===== src/rtl/vss_pkg.sv =====
`timescale 1ns / 1ps
`default_nettype none

package vss_pkg;

   localparam int MAX_VOICES = 256;
   localparam int POS_W      = $clog2(MAX_VOICES + 1);

   localparam int PRIO_W    = 14;
   localparam int COUNT_W   = 9;
   localparam int INDEX_W   = 8;
   localparam int CAP_W     = 9;
   localparam int VEL_W     = 7;
   localparam int STAGE_W   = 3;
   localparam int ATTEN_W   = 11;
   localparam int COUNT_MAX = (1 << COUNT_W) - 1;

   localparam int DRUM_WEIGHT    = 1000;
   localparam int RELEASE_WEIGHT = 2000;
   localparam int STAGE_WEIGHT   = 200;
   localparam int VEL_SHIFT      = 3;

   // item queue depth must be a power of two
   localparam int ITEM_Q_DEPTH = 4;
   localparam int ITEM_Q_PTR_W = $clog2(ITEM_Q_DEPTH);
   localparam int ITEM_Q_CNT_W = $clog2(ITEM_Q_DEPTH + 1);

   localparam int CSR_DATA_W = 32;
   localparam int CSR_ADDR_W = 3;

   localparam logic CSR_IDX_CAP  = 1'b0;
   localparam logic CSR_IDX_AUTO = 1'b1;

   typedef struct packed {
      logic [CAP_W-1:0] voice_limit;
      logic             auto_allocate;
   } cfg_type;

   typedef struct packed {
      logic                     counted;
      logic                     candidate;
      logic signed [PRIO_W-1:0] prio;
      logic [INDEX_W-1:0]       index;
      logic                     last;
   } item_type;

   typedef struct packed {
      logic               steal_valid;
      logic [INDEX_W-1:0] steal_index;
      logic [COUNT_W-1:0] active_count;
   } result_type;

endpackage

`default_nettype wire


===== src/rtl/vss_front.sv =====
`timescale 1ns / 1ps
`default_nettype none

module vss_front (
   input  wire logic                        clock,
   input  wire logic                        reset,
   input  wire logic                        accept,
   input  wire logic                        voice_active,
   input  wire logic                        percussion,
   input  wire logic                        in_release,
   input  wire logic [vss_pkg::VEL_W-1:0]   velocity,
   input  wire logic [vss_pkg::STAGE_W-1:0] envelope_stage,
   input  wire logic [vss_pkg::ATTEN_W-1:0] atten_level,
   input  wire logic                        spared,
   input  wire logic                        last,
   output vss_pkg::item_type                item
);
   import vss_pkg::*;

   logic [POS_W-1:0]  pos_ff;
   logic [POS_W-1:0]  pos_in;
   logic              in_range;
   logic [PRIO_W-1:0] plus_sum;
   logic [PRIO_W-1:0] minus_sum;

   assign in_range = pos_ff < POS_W'(MAX_VOICES);

   always_comb begin
      plus_sum = (percussion ? PRIO_W'(DRUM_WEIGHT) : '0)
               + (PRIO_W'(velocity) << VEL_SHIFT);
      minus_sum = (in_release ? PRIO_W'(RELEASE_WEIGHT) : '0)
                + PRIO_W'(STAGE_WEIGHT) * PRIO_W'(envelope_stage)
                + PRIO_W'(atten_level);
   end

   always_comb begin
      item.counted   = voice_active && in_range;
      item.candidate = voice_active && in_range && !spared;
      item.prio      = signed'(plus_sum - minus_sum);
      item.index     = INDEX_W'(pos_ff);
      item.last      = last;
   end

   // position saturates once past the voice table
   always_comb begin
      pos_in = pos_ff;
      if (accept) begin
         if (last) begin
            pos_in = '0;
         end else if (in_range) begin
            pos_in = pos_ff + POS_W'(1);
         end
      end
   end

   always_ff @(posedge clock) begin
      if (reset) begin
         pos_ff <= '0;
      end else begin
         pos_ff <= pos_in;
      end
   end

endmodule

`default_nettype wire


===== src/rtl/vss_item_queue.sv =====
`timescale 1ns / 1ps
`default_nettype none

module vss_item_queue (
   input  wire logic       clock,
   input  wire logic       reset,
   input  wire logic       push_en,
   input  vss_pkg::item_type push_item,
   output logic            full,
   input  wire logic       pop_en,
   output vss_pkg::item_type pop_item,
   output logic            empty
);
   import vss_pkg::*;

   item_type                entry_ff [ITEM_Q_DEPTH];
   logic [ITEM_Q_PTR_W-1:0] wr_ptr_ff;
   logic [ITEM_Q_PTR_W-1:0] wr_ptr_in;
   logic [ITEM_Q_PTR_W-1:0] rd_ptr_ff;
   logic [ITEM_Q_PTR_W-1:0] rd_ptr_in;
   logic [ITEM_Q_CNT_W-1:0] count_ff;
   logic [ITEM_Q_CNT_W-1:0] count_in;
   logic                    do_push;
   logic                    do_pop;

   assign full     = count_ff == ITEM_Q_CNT_W'(ITEM_Q_DEPTH);
   assign empty    = count_ff == '0;
   assign pop_item = entry_ff[rd_ptr_ff];
   assign do_push  = push_en && !full;
   assign do_pop   = pop_en && !empty;

   always_comb begin
      wr_ptr_in = do_push ? wr_ptr_ff + ITEM_Q_PTR_W'(1) : wr_ptr_ff;
      rd_ptr_in = do_pop ? rd_ptr_ff + ITEM_Q_PTR_W'(1) : rd_ptr_ff;
      count_in  = count_ff;
      if (do_push && !do_pop) begin
         count_in = count_ff + ITEM_Q_CNT_W'(1);
      end else if (do_pop && !do_push) begin
         count_in = count_ff - ITEM_Q_CNT_W'(1);
      end
   end

   always_ff @(posedge clock) begin
      if (reset) begin
         wr_ptr_ff <= '0;
         rd_ptr_ff <= '0;
         count_ff  <= '0;
      end else begin
         wr_ptr_ff <= wr_ptr_in;
         rd_ptr_ff <= rd_ptr_in;
         count_ff  <= count_in;
      end
   end

   always_ff @(posedge clock) begin
      if (do_push) begin
         entry_ff[wr_ptr_ff] <= push_item;
      end
   end

   a_count_bound: assert property (@(posedge clock) disable iff (reset)
      count_ff <= ITEM_Q_CNT_W'(ITEM_Q_DEPTH))
      else $error("item queue over depth");

   a_ptr_gap: assert property (@(posedge clock) disable iff (reset)
      (count_ff != ITEM_Q_CNT_W'(ITEM_Q_DEPTH)) |->
      (ITEM_Q_PTR_W'(wr_ptr_ff - rd_ptr_ff) == ITEM_Q_PTR_W'(count_ff)))
      else $error("item queue pointers disagree with count");

endmodule

`default_nettype wire


===== src/rtl/vss_back.sv =====
`timescale 1ns / 1ps
`default_nettype none

module vss_back (
   input  wire logic              clock,
   input  wire logic              reset,
   input  vss_pkg::cfg_type       cfg,
   input  vss_pkg::item_type      q_item,
   input  wire logic              q_empty,
   output logic                   q_pop,
   output vss_pkg::result_type    rsp_word,
   output logic                   rsp_none,
   input  wire logic              rsp_take
);
   import vss_pkg::*;

   logic [COUNT_W-1:0]       total_ff;
   logic [COUNT_W-1:0]       total_in;
   logic signed [PRIO_W-1:0] low_ff;
   logic signed [PRIO_W-1:0] low_in;
   logic [INDEX_W-1:0]       low_idx_ff;
   logic [INDEX_W-1:0]       low_idx_in;
   logic                     found_ff;
   logic                     found_in;

   result_type  out_ff [2];
   logic        out_wr_ff;
   logic        out_rd_ff;
   logic [1:0]  out_cnt_ff;
   logic [1:0]  out_cnt_in;
   logic        out_pop;
   logic        out_push;
   logic        room;
   logic        take;

   logic [COUNT_W-1:0] total_nx;
   logic               found_nx;
   logic [INDEX_W-1:0] idx_nx;
   logic               steal;
   result_type         result;

   assign out_pop  = rsp_take && out_cnt_ff != 2'd0;
   assign room     = out_cnt_ff != 2'd2 || out_pop;
   assign take     = !q_empty && room;
   assign q_pop    = take;
   assign out_push = take && q_item.last;
   assign rsp_none = out_cnt_ff == 2'd0;
   assign rsp_word = out_ff[out_rd_ff];

   always_comb begin
      total_nx = total_ff;
      if (q_item.counted && total_ff != COUNT_W'(COUNT_MAX)) begin
         total_nx = total_ff + COUNT_W'(1);
      end
      low_in   = low_ff;
      idx_nx   = low_idx_ff;
      found_nx = found_ff;
      // strictly lower wins, so the earliest voice keeps a tie
      if (q_item.candidate && (!found_ff || q_item.prio < low_ff)) begin
         low_in   = q_item.prio;
         idx_nx   = q_item.index;
         found_nx = 1'b1;
      end

      steal = cfg.voice_limit != '0 && !cfg.auto_allocate
           && COUNT_W'(total_nx) >= COUNT_W'(cfg.voice_limit) && found_nx;
      result.steal_valid  = steal;
      result.steal_index  = steal ? idx_nx : '0;
      result.active_count = total_nx;

      total_in   = total_ff;
      low_idx_in = low_idx_ff;
      found_in   = found_ff;
      if (take) begin
         if (q_item.last) begin
            // close the scan
            total_in   = '0;
            low_in     = '0;
            low_idx_in = '0;
            found_in   = 1'b0;
         end else begin
            total_in   = total_nx;
            low_idx_in = idx_nx;
            found_in   = found_nx;
         end
      end else begin
         low_in = low_ff;
      end

      out_cnt_in = out_cnt_ff;
      if (out_push && !out_pop) begin
         out_cnt_in = out_cnt_ff + 2'd1;
      end else if (out_pop && !out_push) begin
         out_cnt_in = out_cnt_ff - 2'd1;
      end
   end

   always_ff @(posedge clock) begin
      if (reset) begin
         total_ff   <= '0;
         low_ff     <= '0;
         low_idx_ff <= '0;
         found_ff   <= 1'b0;
         out_wr_ff  <= 1'b0;
         out_rd_ff  <= 1'b0;
         out_cnt_ff <= 2'd0;
      end else begin
         total_ff   <= total_in;
         low_ff     <= low_in;
         low_idx_ff <= low_idx_in;
         found_ff   <= found_in;
         out_cnt_ff <= out_cnt_in;
         if (out_push) begin
            out_wr_ff <= !out_wr_ff;
         end
         if (out_pop) begin
            out_rd_ff <= !out_rd_ff;
         end
      end
   end

   always_ff @(posedge clock) begin
      if (out_push) begin
         out_ff[out_wr_ff] <= result;
      end
   end

   a_out_bound: assert property (@(posedge clock) disable iff (reset)
      out_cnt_ff != 2'd3)
      else $error("result buffer over depth");

   a_result_shown: assert property (@(posedge clock) disable iff (reset)
      out_push |=> !rsp_none)
      else $error("closed scan left no result word");

   a_scan_cleared: assert property (@(posedge clock) disable iff (reset)
      out_push |=> (total_ff == '0 && !found_ff))
      else $error("scan state not cleared after last record");

endmodule

`default_nettype wire


===== src/rtl/voice_steal_selector.sv =====
// Voice steal selector.
// Input side is a queue: present one voice record on the req_ fields and raise
// push while full is low. Records come in scan order, one voice slot each, and
// the record with req_last high closes the scan.
// Result side is a queue: while empty is low the rsp_ fields hold one word per
// closed scan (steal request, index of the lowest-priority unspared active
// voice or zero without a steal, active count); raise pop to take it.
// Throughput is one record per cycle while full is low. After the closing record
// is accepted, its edge writes it into the four-deep record queue; once the result
// buffer has room, a later edge moves it through the scan unit into the two-deep
// result buffer, where the result word shows up.
// If pop stays low the result buffer fills, the scan unit stops draining the
// record queue, and full rises once four records wait; nothing is dropped.
// Reset clears the scan, both queues, voice_limit and auto_allocate.
// Registers on the APB port: voice_limit at byte 0, auto_allocate at byte 4.
// Write them only while no scan is in flight.
`timescale 1ns / 1ps
`default_nettype none

module voice_steal_selector (
   input  wire logic                           clock,
   input  wire logic                           reset,
   input  wire logic                           push,
   output logic                                full,
   input  wire logic                           req_voice_active,
   input  wire logic                           req_percussion,
   input  wire logic                           req_in_release,
   input  wire logic [vss_pkg::VEL_W-1:0]      req_velocity,
   input  wire logic [vss_pkg::STAGE_W-1:0]    req_envelope_stage,
   input  wire logic [vss_pkg::ATTEN_W-1:0]    req_atten_level,
   input  wire logic                           req_spared,
   input  wire logic                           req_last,
   output logic                                empty,
   input  wire logic                           pop,
   output logic                                rsp_steal_valid,
   output logic [vss_pkg::INDEX_W-1:0]         rsp_steal_index,
   output logic [vss_pkg::COUNT_W-1:0]         rsp_active_count,
   input  wire logic                           psel,
   input  wire logic                           penable,
   input  wire logic                           pwrite,
   input  wire logic [vss_pkg::CSR_ADDR_W-1:0] paddr,
   input  wire logic [vss_pkg::CSR_DATA_W-1:0] pwdata,
   output logic [vss_pkg::CSR_DATA_W-1:0]      prdata,
   output logic                                pready
);
   import vss_pkg::*;

   cfg_type    cfg_ff;
   cfg_type    cfg_in;
   item_type   front_item;
   item_type   q_item;
   result_type rsp_word;
   logic       q_full;
   logic       q_empty;
   logic       q_pop;
   logic       accept;
   logic       csr_wr;

   assign pready = 1'b1;
   assign csr_wr = psel && penable && pwrite && pready;

   always_comb begin
      cfg_in = cfg_ff;
      prdata = '0;
      unique case (paddr[2])
         CSR_IDX_CAP: begin
            prdata = CSR_DATA_W'(cfg_ff.voice_limit);
            if (csr_wr) begin
               cfg_in.voice_limit = pwdata[CAP_W-1:0];
            end
         end
         CSR_IDX_AUTO: begin
            prdata = CSR_DATA_W'(cfg_ff.auto_allocate);
            if (csr_wr) begin
               cfg_in.auto_allocate = pwdata[0];
            end
         end
         default: begin
            prdata = '0;
         end
      endcase
   end

   always_ff @(posedge clock) begin
      if (reset) begin
         cfg_ff <= '0;
      end else begin
         cfg_ff <= cfg_in;
      end
   end

   assign full   = q_full;
   assign accept = push && !q_full;

   vss_front u_front (
      .clock          (clock),
      .reset          (reset),
      .accept         (accept),
      .voice_active   (req_voice_active),
      .percussion     (req_percussion),
      .in_release     (req_in_release),
      .velocity       (req_velocity),
      .envelope_stage (req_envelope_stage),
      .atten_level    (req_atten_level),
      .spared         (req_spared),
      .last           (req_last),
      .item           (front_item)
   );

   vss_item_queue u_queue (
      .clock     (clock),
      .reset     (reset),
      .push_en   (accept),
      .push_item (front_item),
      .full      (q_full),
      .pop_en    (q_pop),
      .pop_item  (q_item),
      .empty     (q_empty)
   );

   vss_back u_back (
      .clock    (clock),
      .reset    (reset),
      .cfg      (cfg_ff),
      .q_item   (q_item),
      .q_empty  (q_empty),
      .q_pop    (q_pop),
      .rsp_word (rsp_word),
      .rsp_none (empty),
      .rsp_take (pop)
   );

   assign rsp_steal_valid  = rsp_word.steal_valid;
   assign rsp_steal_index  = rsp_word.steal_index;
   assign rsp_active_count = rsp_word.active_count;

endmodule

`default_nettype wire


===== config.mk =====
export PLATFORM = sky130hd
export DESIGN_NAME = voice_steal_selector
export DESIGN_NICKNAME = d
export VERILOG_FILES = /design/src/rtl/vss_pkg.sv /design/src/rtl/vss_front.sv /design/src/rtl/vss_item_queue.sv /design/src/rtl/vss_back.sv /design/src/rtl/voice_steal_selector.sv
export SDC_FILE = /design/constraint.sdc
export NUM_CORES = 1
export LEC_CHECK = 0
export BUFFER_PORTS_ARGS = -buffer_cell sky130_fd_sc_hd__clkbuf_2
export CORE_ASPECT_RATIO = 0.6
export CORE_UTILIZATION = 60
export CTS_CLUSTER_DIAMETER = 60
export DETAILED_ROUTE_END_ITERATION = 8
export PLACE_DENSITY = 0.81
export SYNTH_ARGS = -nofsm -noshare
export SYNTH_HDL_FRONTEND = slang
export SYNTH_HIERARCHICAL = 1
export SYNTH_SLANG_ARGS = --single-unit

===== constraint.sdc =====
create_clock -name clock -period 13.1 [get_ports clock]
set_input_delay 1.965 -clock clock [delete_from_list [all_inputs] [get_ports clock]]
set_output_delay 1.965 -clock clock [all_outputs]
set_load 0.02 [all_outputs]

# Word level (Yosys, flattened, before mapping)
# Memories as Yosys holds them, arrays and structs flattened. A register that Yosys moved wholly into a read port is not among the register bits.
# Cells that the tools add are included.
# totals
regBits,62
ramBits,136
input_bits,68
out_inout_bits,53
word_cells,105
mem_count,2
# mem_list
memory,depth,width,rd,rd_clocked_by_memory_dff,wr,line,source
u_queue.entry_ff,4,25,1,1,1,vss_item_queue.sv:16,item_type entry_ff [ITEM_Q_DEPTH];
u_back.out_ff,2,18,1,1,1,vss_back.sv:26,result_type out_ff [2];
# classes
add_sub_neg,12
multipliers,1
magnitude_cmp,3
eq_ne,3
n_mux,26
bitwise_logic,1
reduce_logical,44
# ops
op,n
one-hot mux 32 bit (2 select lines),1
2-to-1 mux 9 bit,4
adder 14 x 11 -> 14 bit,2
2-to-1 mux 14 bit,2
2-to-1 mux 8 bit,3
logical AND 1 bit,19
"adder 9 x 1 -> 9 bit, second input constant",2
adder 14 x 10 -> 14 bit,1
less-than comparator 14 bit,1
subtractor 14 bit,1
logical NOT 1 bit,11
2-to-1 mux 11 bit,1
2-to-1 mux 10 bit,1
nonzero test 2 bit,5
greater-or-equal comparator 9 bit,1
"less-than comparator 9 bit, second input constant",1
"!= test 9 bit, second input constant",1
nonzero test 9 bit,1
"multiplier 5 x 3 -> 8 bit, first input constant",1
2-to-1 mux 1 bit,8
2-to-1 mux 2 bit,4
AND reduction 2 bit,4
"adder 2 x 1 -> 2 bit, second input constant",3
2-to-1 mux 3 bit,2
9 further kinds,10

# Longest topological paths before layout
# logic_depth
ltp_word,9
ltp_mapped,17
mapped_depth_nobuf,17

# Hierarchy
# Netlist, hierarchy kept.
# by_module_without_submodules
module,instances,cells_each,area_per_inst_um2,seq_area_each_um2
vss_item_queue,1,179,4125.2,3183.1
vss_back,1,311,3557.2,1821.7
vss_front,1,181,1597.8,180.2
voice_steal_selector,1,81,723.2,200.2

# Worst setup path before layout
# OpenSTA, ideal clock, no wires.
# synth_timing
path_kind,input port to flip-flop
startpoint,input req_envelope_stage[1] in the netlist's numbering
endpoint,"memory u_queue/entry_ff[0][20] in the netlist's numbering, data pin"
setup_ps,272
arrival_time_ps,5299
required_time_ps,12828
path_slack_ps,7529
stages,15
n_path_buf,0
path_cell_list,inv_1 > ha_1 > inv_1 > ha_1 > fa_1 > inv_1 > fa_1 > inv_1 > fa_1 > inv_1 > ha_1 > a21o_1 > o31a_1 > a31oi_1 > xnor2_1
# synth_rtl
element,line,source
"start, declared",voice_steal_selector.sv:29,"input wire logic [vss_pkg::STAGE_W-1:0] req_envelope_stage,"
"end, declared",vss_item_queue.sv:16,

==> flow_summary.toml <==
[timing]
clock.fmax_mhz = 182.6
rsz0062_at_grt = "false"
fin_skew_ns = 0.01339
hold_viol = 0
tightestPinTransition_ns = 1.182
setup_viol = 0
finalMaxSlewViolations = 0
max_slew_margin_pct = 21.05
timing.final.crit_share_pct = 41.82
fin_setup_tns_ns = 0
holdWs_ns = 0.4774
fin_crit_ns = 5.478

[route]
vias = 5931
drtAntennaViolNets = 0
drc = 2
detail_route.wl_per_cell_um = 17.92
routed_wl_mm = 18.90
dr.pass1.iters = 9
drt_iter0_drc = 411
via_per_inst = 5.622

[cells_and_area]
drive_gt1_share_pct = 19.95
register_area_um2 = 5385
layout.cells.non_filler = 1055
fin_nets = 956
multi_input_area_um2 = 3966
syn2layout_area_growth_pct = 9.106
num_antenna_cells = 0
fill_cells = 1118

[critical_path]
worst-path-max-fanout = 5
path_class = "input pin to flip-flop"
endpoint_kind = "flip-flop"
cp_data_arrival_time_ns = 5.69
critPathLaunchType = "input pin"
r2r_cells = 8
cp.required_ns = 13.31

[logic_synthesis]
netlist_top_cells_count = "edfxtp_1, inv_1, dfxtp_1"
syn_inst = 752
synthTopCellsByArea = "edfxtp_1, dfxtp_1, ha_1"
synth_seq_cells = 201
synth.yosys.warnings = 6
ys_types = 70
synth_ff_type = "edfxtp_1"
synth_top_area_share_pct = 40.83
synth_top_area_cell = "edfxtp_1"
synth-edff-count = 136
synth.most_common_cell = "edfxtp_1"
avgSynthCellArea_um2 = 13.30
async_reset_ff_share_pct = 0
mappedNetlistArea_um2 = 10000
ys_seq_area_share_pct = 53.83

[outcome]
violations = "DRC"
outcome = "complete, but fails checks"

[grt]
grt_use_met3_pct = 4.764
antenna_found_initial = 0
grtUsageTotal_pct = 22.75
grt_pass1_vias = 5810
met1_usage_pct = 32.22
globalRouteMet2Util_pct = 36.46
grt_overflow = 0
grt_first_pass_wirelength_mm = 30.09
grt_max_degree = 49
busiest_layer = "met2"

[cts]
post_cts_buffers = 0
cts_resized = 0
cts_buffers = 19
cts_tree = "built"
clk_latency_ns = 0.49
path_clk_slew_ns = 0.07
cts_buffer_depth = 3
cts.root.buffer_cell = "clkbuf_16"
cts_hold_buf = 0
cts_sinks = 201
cts.htree.levels = 1

[floorplanning]
io_pins = 121
dieHeight_um = 102.0
fp.dieW_um = 168.7
die_area_um2 = 17210
core_area_um2 = 16260
rows = 36
initial_core_util_pct = 61.52

[pwr]
p_sw_w = 0.0007468
p_seq_share_pct = 40.4
internal_power_w = 0.001472
ir_drop_uv = 116.3
cellPowerDensity_nw_per_um2 = 203.3
p_leak_nw = 4.275
swShare_pct = 33.66
combPwrFrac_pct = 35.9
p_clk_share_pct = 23.7

[placement]
port_buffers = 71
globalplace.congestion = 0.7939
hpwl_mm = 13.03
place_inst = 1021

[run]
drv_cap = 0

[min_path]
hold_class = "flip-flop to flip-flop"
whs_path_depth = 1
-- sequential cells by signal (all words and copies together) (netlist names), named ones only --
| signal | flops |
|---|---|
| u_queue/rd_ptr_ff | 2 |
| u_queue/wr_ptr_ff | 2 |
| u_queue/entry_ff | 100 |
| u_back/out_ff | 36 |
| u_back/found_ff | 1 |
| u_back/low_ff | 14 |
| cfg_ff | 10 |
| u_back/out_rd_ff | 1 |
| u_queue/count_ff | 3 |
| u_back/out_cnt_ff | 2 |
| u_back/out_wr_ff | 1 |
| u_front/pos_ff | 9 |
| u_back/total_ff | 9 |
| u_back/low_idx_ff | 8 |
-- through the flow --
step | utilization, % | cell area [um^2] | power (W) | setup slack, ns
after CTS | 67.12 | 10910 | 0.002227 | 7.601
after global routing | 67.12 | 10910 | 0.002347 | 7.439
after floorplan | - | 10090 | 0.001521 | 7.529
final | 67.12 | 10910 | 0.002219 | 7.622
after detailed placement | 63.48 | 10320 | 0.001696 | 7.109
after global placement | 63.48 | 10320 | 0.001641 | 7.246
-- layer usage --
| metal | vias up | share of wire, % |
|---|---|---|
| met3 | 26 | 7.2 |
| met5 | - | 0 |
| met4 | 0 | 1.6 |
| li1 | 2766 | - |
| met1 | 2919 | 45 |
| met2 | 220 | 46 |
-- critical path, stage by stage --
cell	delay, ns
clkbuf_2	0.11
inv_1	0.09
ha_1	0.28
inv_1	0.04
ha_1	0.29
fa_1	0.48
inv_1	0.05
fa_1	0.50
inv_1	0.06
fa_1	0.49
inv_1	0.04
ha_1	0.36
a21o_1	0.23
o31a_1	0.30
a31oi_1	0.25
xnor2_1	0.15
-- worst paths after layout --
| kind | start | to | slack, ns |
|---|---|---|---|
| setup reg to reg | flip-flop | u_back/low_idx_ff[7] | 8.57 |
| hold / removal | u_back/low_ff[7] | u_back/low_ff[7] | 0.48 |
| setup / recovery | req_envelope_stage[1] | u_queue/entry_ff[3][20] | 7.62 |
| hold reg to reg | u_back/low_ff[7] | u_back/low_ff[7] | 0.48 |
-- logic make-up (layout without fill, tap and decap cells) --
group / count (synthesis) / in the layout / share of synthesized area, %
AO/OA/AOI/OAI: 95 / 95 / 7.067
multiplexers: 64 / 64 / 9.956
adder cells (fa/ha/maj): 74 / 74 / 10.76
buffers and inverters: 133 / 186 / 7.342
AND/OR/NAND/NOR: 151 / 151 / 8.168
other: 2 / 24 / 0.07507
flip-flops: 201 / 201 / 53.83
XOR/XNOR: 32 / 32 / 2.802
-- cells in the final DEF, fill, tap and decap left out, types with 20 or more instances in the layout --
cell      Yosys  routed
a22o_1       20      20
dfxtp_1      65      65
clkbuf_2      3      71
mux2i_1      20      20
a21oi_1      21      21
ha_1         54      54
inv_1        73      73
conb_1        2      24
nand2b_1     24      24
fa_1         20      20
edfxtp_1    136     136
mux4_2       20      20
nor2_1       48      48
-- layout make-up --
type | instances | area share, %
well taps | 228 | 2.614
clock inverters | 7 | 0.6076
inverters | 74 | 2.545
repair buffers | 78 | 3.737
flip-flops and latches | 201 | 49.34
multi-input cells | 440 | 36.34
clock buffers | 27 | 4.815
-- power by group through the flow --
stage                     clock network [W]  registers, W  logic, W
final                              0.000527      0.000895  0.000797
after CTS                          0.000534      0.000896  0.000797
after detailed placement                  0      0.000909  0.000787
after global routing               0.000559      0.000907  0.000881
after floorplan                           0      0.000888  0.000633
after global placement                    0      0.000899  0.000742
Power figures use the tool's default switching activity.
